## config.mk

```make
export PLATFORM = sky130hd
export DESIGN_NAME = clock_display_scanner_core_flat
export DESIGN_NICKNAME = d
export VERILOG_FILES = /design/src/rtl/core/cds_pkg.sv /design/src/rtl/core/cds_in_if.sv /design/src/rtl/core/cds_out_if.sv /design/src/rtl/core/clock_display_scanner_core.sv /design/src/rtl/core/cds_seg_mux.sv /design/src/flat_wrapper.sv
export SDC_FILE = /design/constraint.sdc
export NUM_CORES = 1
export LEC_CHECK = 0
export BUFFER_PORTS_ARGS = -buffer_cell sky130_fd_sc_hd__buf_2
export CAP_MARGIN = 15
export CELL_PAD_IN_SITES_DETAIL_PLACEMENT = 0
export CELL_PAD_IN_SITES_GLOBAL_PLACEMENT = 1
export CORE_AREA = 2 2 172 190
export CTS_CLUSTER_DIAMETER = 100
export DETAILED_ROUTE_END_ITERATION = 6
export DIE_AREA = 0 0 174 192
export HOLD_SLACK_MARGIN = 0.02
export PLACE_DENSITY = 0.78
export SYNTH_ARGS = -nofsm -noshare
export SYNTH_HDL_FRONTEND = slang
export SYNTH_SLANG_ARGS = --single-unit
```

## constraint.sdc

```tcl
create_clock -name i_clk -period 6.3 [get_ports i_clk]
set_input_delay 1.26 -clock i_clk [delete_from_list [all_inputs] [get_ports i_clk]]
set_output_delay 1.26 -clock i_clk [all_outputs]
set_load 0.01 [all_outputs]
```

## src/rtl/core/cds_pkg.sv

```systemverilog
// ----------------------------------------------------------------------------
// cds_pkg
// Shared widths, constants, types and the segment decode helpers for the
// clock display scanner.
// ----------------------------------------------------------------------------
`default_nettype none

package cds_pkg;

    localparam int unsigned FIELD_W  = 7;
    localparam int unsigned SEG_W    = 8;
    localparam int unsigned NUM_DIGS = 8;
    localparam int unsigned DIG_IDX_W = $clog2(NUM_DIGS);
    localparam int unsigned CNT_W    = 8;
    localparam int unsigned PADDR_W  = 3;
    localparam int unsigned PDATA_W  = 32;

    localparam logic [CNT_W-1:0] BLINK_PERIOD_RST = 8'd250;
    localparam logic [CNT_W-1:0] PAGE_PERIOD_RST  = 8'd5;

    // register indexes, decoded from paddr[2]
    localparam logic REG_BLINK_PERIOD = 1'b0;
    localparam logic REG_PAGE_PERIOD  = 1'b1;

    localparam logic [SEG_W-1:0] SEG_DASH  = 8'hbf;
    localparam logic [SEG_W-1:0] SEG_BLANK = 8'hff;

    localparam logic [FIELD_W-1:0] FIELD_MAX = 7'd99;

    typedef struct packed {
        logic [FIELD_W-1:0] seconds;
        logic [FIELD_W-1:0] minutes;
        logic [FIELD_W-1:0] hours;
        logic [FIELD_W-1:0] day_of_month;
        logic [FIELD_W-1:0] month_number;
        logic [FIELD_W-1:0] year_in_century;
    } t_in_item;

    typedef struct packed {
        logic                 time_page;
        logic                 blink_flag;
        logic [DIG_IDX_W-1:0] digit_index;
    } t_view;

    // active-low seven-segment code of one decimal digit, dp never lit
    function automatic logic [SEG_W-1:0] seg_of(input logic [3:0] dig);
        logic [SEG_W-1:0] seg;
        unique case (dig)
            4'd0:    seg = 8'hc0;
            4'd1:    seg = 8'hf9;
            4'd2:    seg = 8'ha4;
            4'd3:    seg = 8'hb0;
            4'd4:    seg = 8'h99;
            4'd5:    seg = 8'h92;
            4'd6:    seg = 8'h82;
            4'd7:    seg = 8'hf8;
            4'd8:    seg = 8'h80;
            4'd9:    seg = 8'h90;
            default: seg = SEG_BLANK;
        endcase
        return seg;
    endfunction

    // saturate to 99, tens digit; v*205>>11 is exact for v below 1029
    function automatic logic [3:0] tens_of(input logic [FIELD_W-1:0] v);
        logic [FIELD_W-1:0] s;
        logic [15:0]        p;
        s = (v > FIELD_MAX) ? FIELD_MAX : v;
        p = 16'(s) * 16'd205;
        return p[14:11];
    endfunction

    function automatic logic [3:0] units_of(input logic [FIELD_W-1:0] v);
        logic [FIELD_W-1:0] s;
        logic [3:0]         t;
        logic [FIELD_W-1:0] r;
        s = (v > FIELD_MAX) ? FIELD_MAX : v;
        t = tens_of(v);
        r = s - FIELD_W'(t) * FIELD_W'(10);
        return r[3:0];
    endfunction

endpackage : cds_pkg

`default_nettype wire

```

## src/rtl/core/cds_in_if.sv

```systemverilog
// ----------------------------------------------------------------------------
// cds_in_if
// Request channel carrying one scan tick with the current time and date.
// ----------------------------------------------------------------------------
`default_nettype none

interface cds_in_if;
    logic       valid;
    logic       ready;
    logic [6:0] seconds;
    logic [6:0] minutes;
    logic [6:0] hours;
    logic [6:0] day_of_month;
    logic [6:0] month_number;
    logic [6:0] year_in_century;

    modport source (
        output valid, seconds, minutes, hours, day_of_month, month_number,
               year_in_century,
        input  ready
    );
    modport sink (
        input  valid, seconds, minutes, hours, day_of_month, month_number,
               year_in_century,
        output ready
    );
endinterface : cds_in_if

`default_nettype wire

```

## src/rtl/core/cds_out_if.sv

```systemverilog
// ----------------------------------------------------------------------------
// cds_out_if
// Result channel: digit enable and segment pattern for one scan tick.
// ----------------------------------------------------------------------------
`default_nettype none

interface cds_out_if;
    logic       valid;
    logic       ready;
    logic [7:0] digit_select;
    logic [7:0] segment_pattern;

    modport source (
        output valid, digit_select, segment_pattern,
        input  ready
    );
    modport sink (
        input  valid, digit_select, segment_pattern,
        output ready
    );
endinterface : cds_out_if

`default_nettype wire

```

## src/rtl/core/clock_display_scanner_core.sv

```systemverilog
// ----------------------------------------------------------------------------
// clock_display_scanner_core
// Eight-digit multiplexed seven-segment clock and date display scanner.
// ----------------------------------------------------------------------------
// Each request is one scan tick and yields one result: a one-hot digit enable
// and the active-low segments for that digit. Requests pass through an input
// register and then a result register, so one tick is taken per clock while
// the receiver takes results; while a result is stalled, one more request can
// still enter the input register. The blink and page counters advance as a
// tick moves into the result register. Both period registers sit on the APB
// port (0x0 blink ticks, 0x4 page blinks).
// ----------------------------------------------------------------------------
`default_nettype none

module clock_display_scanner_core (
    input  wire                              i_clk,
    input  wire                              i_rst_n,
    cds_in_if.sink                           i_in,
    cds_out_if.source                        o_out,
    input  wire                              psel,
    input  wire                              penable,
    input  wire                              pwrite,
    input  wire [cds_pkg::PADDR_W-1:0]       paddr,
    input  wire [cds_pkg::PDATA_W-1:0]       pwdata,
    output logic [cds_pkg::PDATA_W-1:0]      prdata,
    output logic                             pready
);
    import cds_pkg::*;

    logic [CNT_W-1:0]     r_blink_period;
    logic [CNT_W-1:0]     r_page_period;
    logic [CNT_W-1:0]     r_tick_count,  n_tick_count;
    logic [CNT_W-1:0]     r_blink_count, n_blink_count;
    logic                 r_blink_flag,  n_blink_flag;
    logic                 r_time_page,   n_time_page;
    logic [DIG_IDX_W-1:0] r_digit_index;

    t_in_item             r_item;
    logic                 r_in_valid;
    logic                 r_out_valid;
    logic [SEG_W-1:0]     r_seg;
    logic [NUM_DIGS-1:0]  r_dsel;

    logic                 advance;
    logic                 in_take;
    logic                 blink_evt;
    logic                 page_evt;
    logic [CNT_W-1:0]     tick_inc;
    logic [CNT_W-1:0]     blink_inc;
    t_view                view;
    logic [SEG_W-1:0]     seg;
    logic                 cfg_wr;

    // ---- configuration port ----
    assign pready = 1'b1;
    assign cfg_wr = psel & penable & pwrite & pready;

    always_ff @(posedge i_clk) begin
        if (!i_rst_n) begin
            r_blink_period <= BLINK_PERIOD_RST;
            r_page_period  <= PAGE_PERIOD_RST;
        end else if (cfg_wr) begin
            if (paddr[2] == REG_BLINK_PERIOD) begin
                r_blink_period <= pwdata[CNT_W-1:0];
            end else begin
                r_page_period <= pwdata[CNT_W-1:0];
            end
        end
    end

    always_comb begin
        unique case (paddr[2])
            REG_BLINK_PERIOD: prdata = PDATA_W'(r_blink_period);
            REG_PAGE_PERIOD:  prdata = PDATA_W'(r_page_period);
            default:          prdata = '0;
        endcase
    end

    // ---- handshake ----
    assign advance    = r_in_valid & (~r_out_valid | o_out.ready);
    assign i_in.ready = ~r_in_valid | advance;
    assign in_take    = i_in.valid & i_in.ready;

    always_ff @(posedge i_clk) begin
        if (!i_rst_n) begin
            r_in_valid <= 1'b0;
        end else if (i_in.ready) begin
            r_in_valid <= i_in.valid;
        end
    end

    always_ff @(posedge i_clk) begin
        if (in_take) begin
            r_item.seconds         <= i_in.seconds;
            r_item.minutes         <= i_in.minutes;
            r_item.hours           <= i_in.hours;
            r_item.day_of_month    <= i_in.day_of_month;
            r_item.month_number    <= i_in.month_number;
            r_item.year_in_century <= i_in.year_in_century;
        end
    end

    // ---- blink and page counters, updated before the digit is shown ----
    assign tick_inc  = r_tick_count + 1'b1;
    assign blink_evt = (tick_inc >= r_blink_period);
    assign blink_inc = r_blink_count + 1'b1;
    assign page_evt  = blink_evt & (blink_inc >= r_page_period);

    always_comb begin
        n_tick_count  = blink_evt ? '0 : tick_inc;
        n_blink_flag  = r_blink_flag ^ blink_evt;
        n_time_page   = r_time_page ^ page_evt;
        n_blink_count = r_blink_count;
        if (blink_evt) begin
            n_blink_count = page_evt ? '0 : blink_inc;
        end
    end

    assign view.time_page   = n_time_page;
    assign view.blink_flag  = n_blink_flag;
    assign view.digit_index = r_digit_index;

    cds_seg_mux u_seg_mux (
        .i_item (r_item),
        .i_view (view),
        .o_seg  (seg)
    );

    always_ff @(posedge i_clk) begin
        if (!i_rst_n) begin
            r_tick_count  <= '0;
            r_blink_count <= '0;
            r_blink_flag  <= 1'b0;
            r_time_page   <= 1'b0;
            r_digit_index <= '0;
        end else if (advance) begin
            r_tick_count  <= n_tick_count;
            r_blink_count <= n_blink_count;
            r_blink_flag  <= n_blink_flag;
            r_time_page   <= n_time_page;
            r_digit_index <= r_digit_index + 1'b1;
        end
    end

    // ---- result register ----
    always_ff @(posedge i_clk) begin
        if (!i_rst_n) begin
            r_out_valid <= 1'b0;
        end else if (advance) begin
            r_out_valid <= 1'b1;
        end else if (o_out.ready) begin
            r_out_valid <= 1'b0;
        end
    end

    always_ff @(posedge i_clk) begin
        if (advance) begin
            r_seg  <= seg;
            r_dsel <= NUM_DIGS'(1) << r_digit_index;
        end
    end

    assign o_out.valid           = r_out_valid;
    assign o_out.digit_select    = r_dsel;
    assign o_out.segment_pattern = r_seg;

endmodule : clock_display_scanner_core

`default_nettype wire

```

## src/rtl/core/cds_seg_mux.sv

```systemverilog
// ----------------------------------------------------------------------------
// cds_seg_mux
// Picks the segment pattern for the active digit from the time or date page.
// ----------------------------------------------------------------------------
`default_nettype none

module cds_seg_mux (
    input  wire cds_pkg::t_in_item         i_item,
    input  wire cds_pkg::t_view            i_view,
    output logic [cds_pkg::SEG_W-1:0]      o_seg
);
    import cds_pkg::*;

    logic [SEG_W-1:0] sep;

    assign sep = i_view.blink_flag ? SEG_BLANK : SEG_DASH;

    always_comb begin
        if (i_view.time_page) begin
            // hh sep mm sep ss, digit 7 down to 0
            unique case (i_view.digit_index)
                3'd0:    o_seg = seg_of(units_of(i_item.seconds));
                3'd1:    o_seg = seg_of(tens_of(i_item.seconds));
                3'd2:    o_seg = sep;
                3'd3:    o_seg = seg_of(units_of(i_item.minutes));
                3'd4:    o_seg = seg_of(tens_of(i_item.minutes));
                3'd5:    o_seg = sep;
                3'd6:    o_seg = seg_of(units_of(i_item.hours));
                default: o_seg = seg_of(tens_of(i_item.hours));
            endcase
        end else begin
            // 20 yy mm dd
            unique case (i_view.digit_index)
                3'd0:    o_seg = seg_of(units_of(i_item.day_of_month));
                3'd1:    o_seg = seg_of(tens_of(i_item.day_of_month));
                3'd2:    o_seg = seg_of(units_of(i_item.month_number));
                3'd3:    o_seg = seg_of(tens_of(i_item.month_number));
                3'd4:    o_seg = seg_of(units_of(i_item.year_in_century));
                3'd5:    o_seg = seg_of(tens_of(i_item.year_in_century));
                3'd6:    o_seg = seg_of(4'd0);
                default: o_seg = seg_of(4'd2);
            endcase
        end
    end

endmodule : cds_seg_mux

`default_nettype wire

```

## src/flat_wrapper.sv

```systemverilog
// flat-port wrapper written by rule: the top's interface ports become plain ports
module clock_display_scanner_core_flat import cds_pkg::*;
  (i_clk, i_rst_n, psel, penable, pwrite, paddr, pwdata, prdata, pready, i_in_valid, i_in_seconds, i_in_minutes, i_in_hours, i_in_day_of_month, i_in_month_number, i_in_year_in_century, i_in_ready, o_out_valid, o_out_digit_select, o_out_segment_pattern, o_out_ready);
  cds_in_if i_in_i ();
  cds_out_if o_out_i ();
  input  wire i_clk;
  input  wire i_rst_n;
  input  wire psel;
  input  wire penable;
  input  wire pwrite;
  input  wire [cds_pkg::PADDR_W-1:0] paddr;
  input  wire [cds_pkg::PDATA_W-1:0] pwdata;
  output logic [cds_pkg::PDATA_W-1:0] prdata;
  output logic pready;
  input wire logic [$bits(i_in_i.valid)-1:0] i_in_valid;
  input wire logic [$bits(i_in_i.seconds)-1:0] i_in_seconds;
  input wire logic [$bits(i_in_i.minutes)-1:0] i_in_minutes;
  input wire logic [$bits(i_in_i.hours)-1:0] i_in_hours;
  input wire logic [$bits(i_in_i.day_of_month)-1:0] i_in_day_of_month;
  input wire logic [$bits(i_in_i.month_number)-1:0] i_in_month_number;
  input wire logic [$bits(i_in_i.year_in_century)-1:0] i_in_year_in_century;
  output wire logic [$bits(i_in_i.ready)-1:0] i_in_ready;
  output wire logic [$bits(o_out_i.valid)-1:0] o_out_valid;
  output wire logic [$bits(o_out_i.digit_select)-1:0] o_out_digit_select;
  output wire logic [$bits(o_out_i.segment_pattern)-1:0] o_out_segment_pattern;
  input wire logic [$bits(o_out_i.ready)-1:0] o_out_ready;
  assign i_in_i.valid = i_in_valid;
  assign i_in_i.seconds = i_in_seconds;
  assign i_in_i.minutes = i_in_minutes;
  assign i_in_i.hours = i_in_hours;
  assign i_in_i.day_of_month = i_in_day_of_month;
  assign i_in_i.month_number = i_in_month_number;
  assign i_in_i.year_in_century = i_in_year_in_century;
  assign i_in_ready = i_in_i.ready;
  assign o_out_valid = o_out_i.valid;
  assign o_out_digit_select = o_out_i.digit_select;
  assign o_out_segment_pattern = o_out_i.segment_pattern;
  assign o_out_i.ready = o_out_ready;
  clock_display_scanner_core u_core (.i_clk(i_clk), .i_rst_n(i_rst_n), .i_in(i_in_i), .o_out(o_out_i), .psel(psel), .penable(penable), .pwrite(pwrite), .paddr(paddr), .pwdata(pwdata), .prdata(prdata), .pready(pready));
endmodule
```

==> results.ini <==
[grt]
grt_max_degree = 43
antenna_found_initial = 0
grt_pass1_vias = 10819
grt_overflow_total = 0
grt_util_all_layers = 0.187
grt_pass1_wl_mm = 51.9

[sta]
worst_pin_slew_ps = 1120
final.setup.tns_ps = 0
setup_slack_ps = 107
drv_slew = 0
hold_viol = 0
grt_setup_unrepaired = true
fmax_mhz = 161
finalCritPeriodShare = 0.983
post-route-min-period_ps = 6190
skew_ps = 18.6
slew-limit-headroom = 0.253
setup_viol_count_final = 0

[worst_setup_path]
cp-end-kind = flop
crit_slowest_cell = fa_1
crit_required_ps = 6430
crit_type = reg2reg
path_common_cell = inv_1
cp-start-kind = flop
critPathBufInv = 5
cp_top_family = adder cells
cp_data_arrival_time_ps = 6330
slowest_delay_ps = 510
path_max_fanout = 4

[route]
wl_mm = 32.3
drt_iter0_markers = 631
routed_via_density = 5.37
dr.pass1.iters = 5
wl_per_cell_um = 15.5
route.detailed.drc = 0
num_vias = 11201
ant_nets = 0

[cells_and_area]
layout.nets = 2048
areaGrowthSynthToFinish_pct = 20.8
drive_gt1_frac = 0.233
n_antenna_cell = 0
final_area_mm2 = 0.0158
num-fill-cells = 2999

[die]
dieWidth_um = 174
chipHeight_um = 192
num_io_pins = 135
core_mm2 = 0.0313
start_util = 0.417
die_area_mm2 = 0.0334
std_cell_rows = 68

[clocking]
cts.sinks = 96
clk_pin_slew_ps = 90
cts-hold-fix-buffers = 0
numCtsBuffers = 9
root_buffer = clkbuf_16
cts_tree = done
cts.path.max_buffers = 2
h-tree-depth = 3
insertion_delay_ps = 370

[synth]
ys.flop_type = edfxtp_1
synth_top_area_cell = ha_1
synthCells = 1487
synthArstFlopShare = 0
yosys.area.top_type_share = 0.240
synth_warnings = 0
avgSynthCellArea_um2 = 8.77
syn-cell-area_mm2 = 0.0130
synth_cell_type_count = 83
synth-seq-area-share = 0.191
synthTopCellsByArea = ha_1 (24%), edfxtp_1 (13%), fa_1 (8.3%)
synth_edf_count = 57
ys_seq_elements = 96

[place]
placed_area_mm2 = 0.0145
routabilityCongestion = 0.874
port_buffers = 82
hpwl_mm = 25.2
place_ws_ps = -119

[power]
peakVddDrop_mv = 0.190
power_density_mw_per_mm2 = 386
p_total_w = 0.00609
p_leak_nw = 7.46

[min_path]
hp-class = reg2reg

[run_status]
status = finished clean

[run]
drv_cap = 0

flip-flops by register name, indices dropped and copies added, names as in the netlist:
signal,cells
u_core.r_in_valid,1
u_core.r_item,42
u_core.r_time_page,1
u_core.r_digit_index,3
u_core.o_out.digit_select,8
u_core.r_blink_count,8
u_core.r_page_period,8
u_core.o_out.valid,1
u_core.r_blink_flag,1
u_core.r_tick_count,8
u_core.o_out.segment_pattern,7
u_core.r_blink_period,8
worst paths after layout:
path	startpoint	end	slack, ps	cells after the start
setup / recovery	u_core.r_item[24]$_DFFE_PP_	u_core.o_out.segment_pattern[6]$_DFFE_PP_	110	27
hold / removal	u_core.r_blink_period[2]$_SDFFE_PN0P_	u_core.r_blink_period[2]$_SDFFE_PN0P_	470	2
setup reg to reg	u_core.r_item[24]$_DFFE_PP_	u_core.o_out.segment_pattern[6]$_DFFE_PP_	110	27
hold reg to reg	u_core.r_blink_period[2]$_SDFFE_PN0P_	u_core.r_blink_period[2]$_SDFFE_PN0P_	470	2
per-layer routing:
metal  wire (um)  track usage  vias up  share of wire
li1            -            -     5617              -
met1       14200        0.237     5348           0.44
met2       16500        0.341      198           0.51
met3         997       0.0186       38          0.031
met4         582       0.0491        0          0.018
met5           0            0        -              0
cell families after synthesis:
kind of cell	synth area share
fa+ha+maj	0.323
other cells	0.000576
buf+inv	0.0766
xor+xnor	0.0475
compound gates	0.188
flops	0.191
mux	0.0142
simple gates	0.160
cell usage after synthesis (all sizes together) (13+ instances only):
master,n
nor2b,30
mux2i,14
o21ai,68
inv,164
ha,250
xor2,25
nand2b,13
a21boi,15
and3,20
dfxtp,39
o21a,16
edfxtp,57
xnor2,37
a21o,14
and2,41
clkbuf,44
a21oi,72
or2,16
nor2,71
nand3,24
buf,31
a211oi,17
o211ai,23
nor3,31
nand2,125
fa,54
per-stage QoR:
stage,utilization,instances,hold WS (ps)
final,0.503,2085,468
after global routing,0.503,2085,502
after CTS,0.478,2065,475
after detailed placement,0.464,2048,463
after global placement,0.464,2048,461
after floorplan,-,1511,443
power by group:
group / switching (W) / internal, W / leakage [nW]
Clock: 0.000310 / 0.000290 / 0.153
Combinational: 0.00248 / 0.00226 / 6.43
Sequential: 0.0000282 / 0.000725 / 0.870
Total: 0.00282 / 0.00327 / 7.46
tightest hold or removal path, cell delays in order, from the launching register on:
cell and delay [ps]:
dfxtp_1 310, nand2_1 50, a21boi_0 60
cells in the final DEF (no fill, tap or decap), types with 22 or more instances in the layout:
| master | instances |
|---|---|
| ha_1 | 222 |
| inv_1 | 159 |
| buf_4 | 128 |
| nand2_1 | 123 |
| buf_2 | 82 |
| o21ai_0 | 65 |
| a21oi_1 | 65 |
| nor2_1 | 64 |
| edfxtp_1 | 57 |
| fa_1 | 45 |
| dfxtp_1 | 39 |
| and2_1 | 32 |
| nor2b_1 | 28 |
| xnor2_1 | 27 |
| conb_1 | 26 |
| xor2_1 | 25 |
| nand3_1 | 24 |
| o211ai_1 | 22 |
what timing repair did:
item,in CTS,in global routing
resized for setup,22,119
pin swaps,7,76
setup buffers,1,20
cloned,0,0
setup endpoints to repair,7,7
final cells by class:
cell class                      count  area [um2]  area share
Clock buffer                        9         225      0.0143
Clock inverter                      7        88.8     0.00564
Inverter                          165         619      0.0393
Multi-Input combinational cell   1175       10400       0.660
Sequential cell                    96        2490       0.158
Tap cell                          420         526      0.0333
Timing Repair Buffer              213        1410      0.0891
Note: power is estimated with default switching activity, not from simulation.
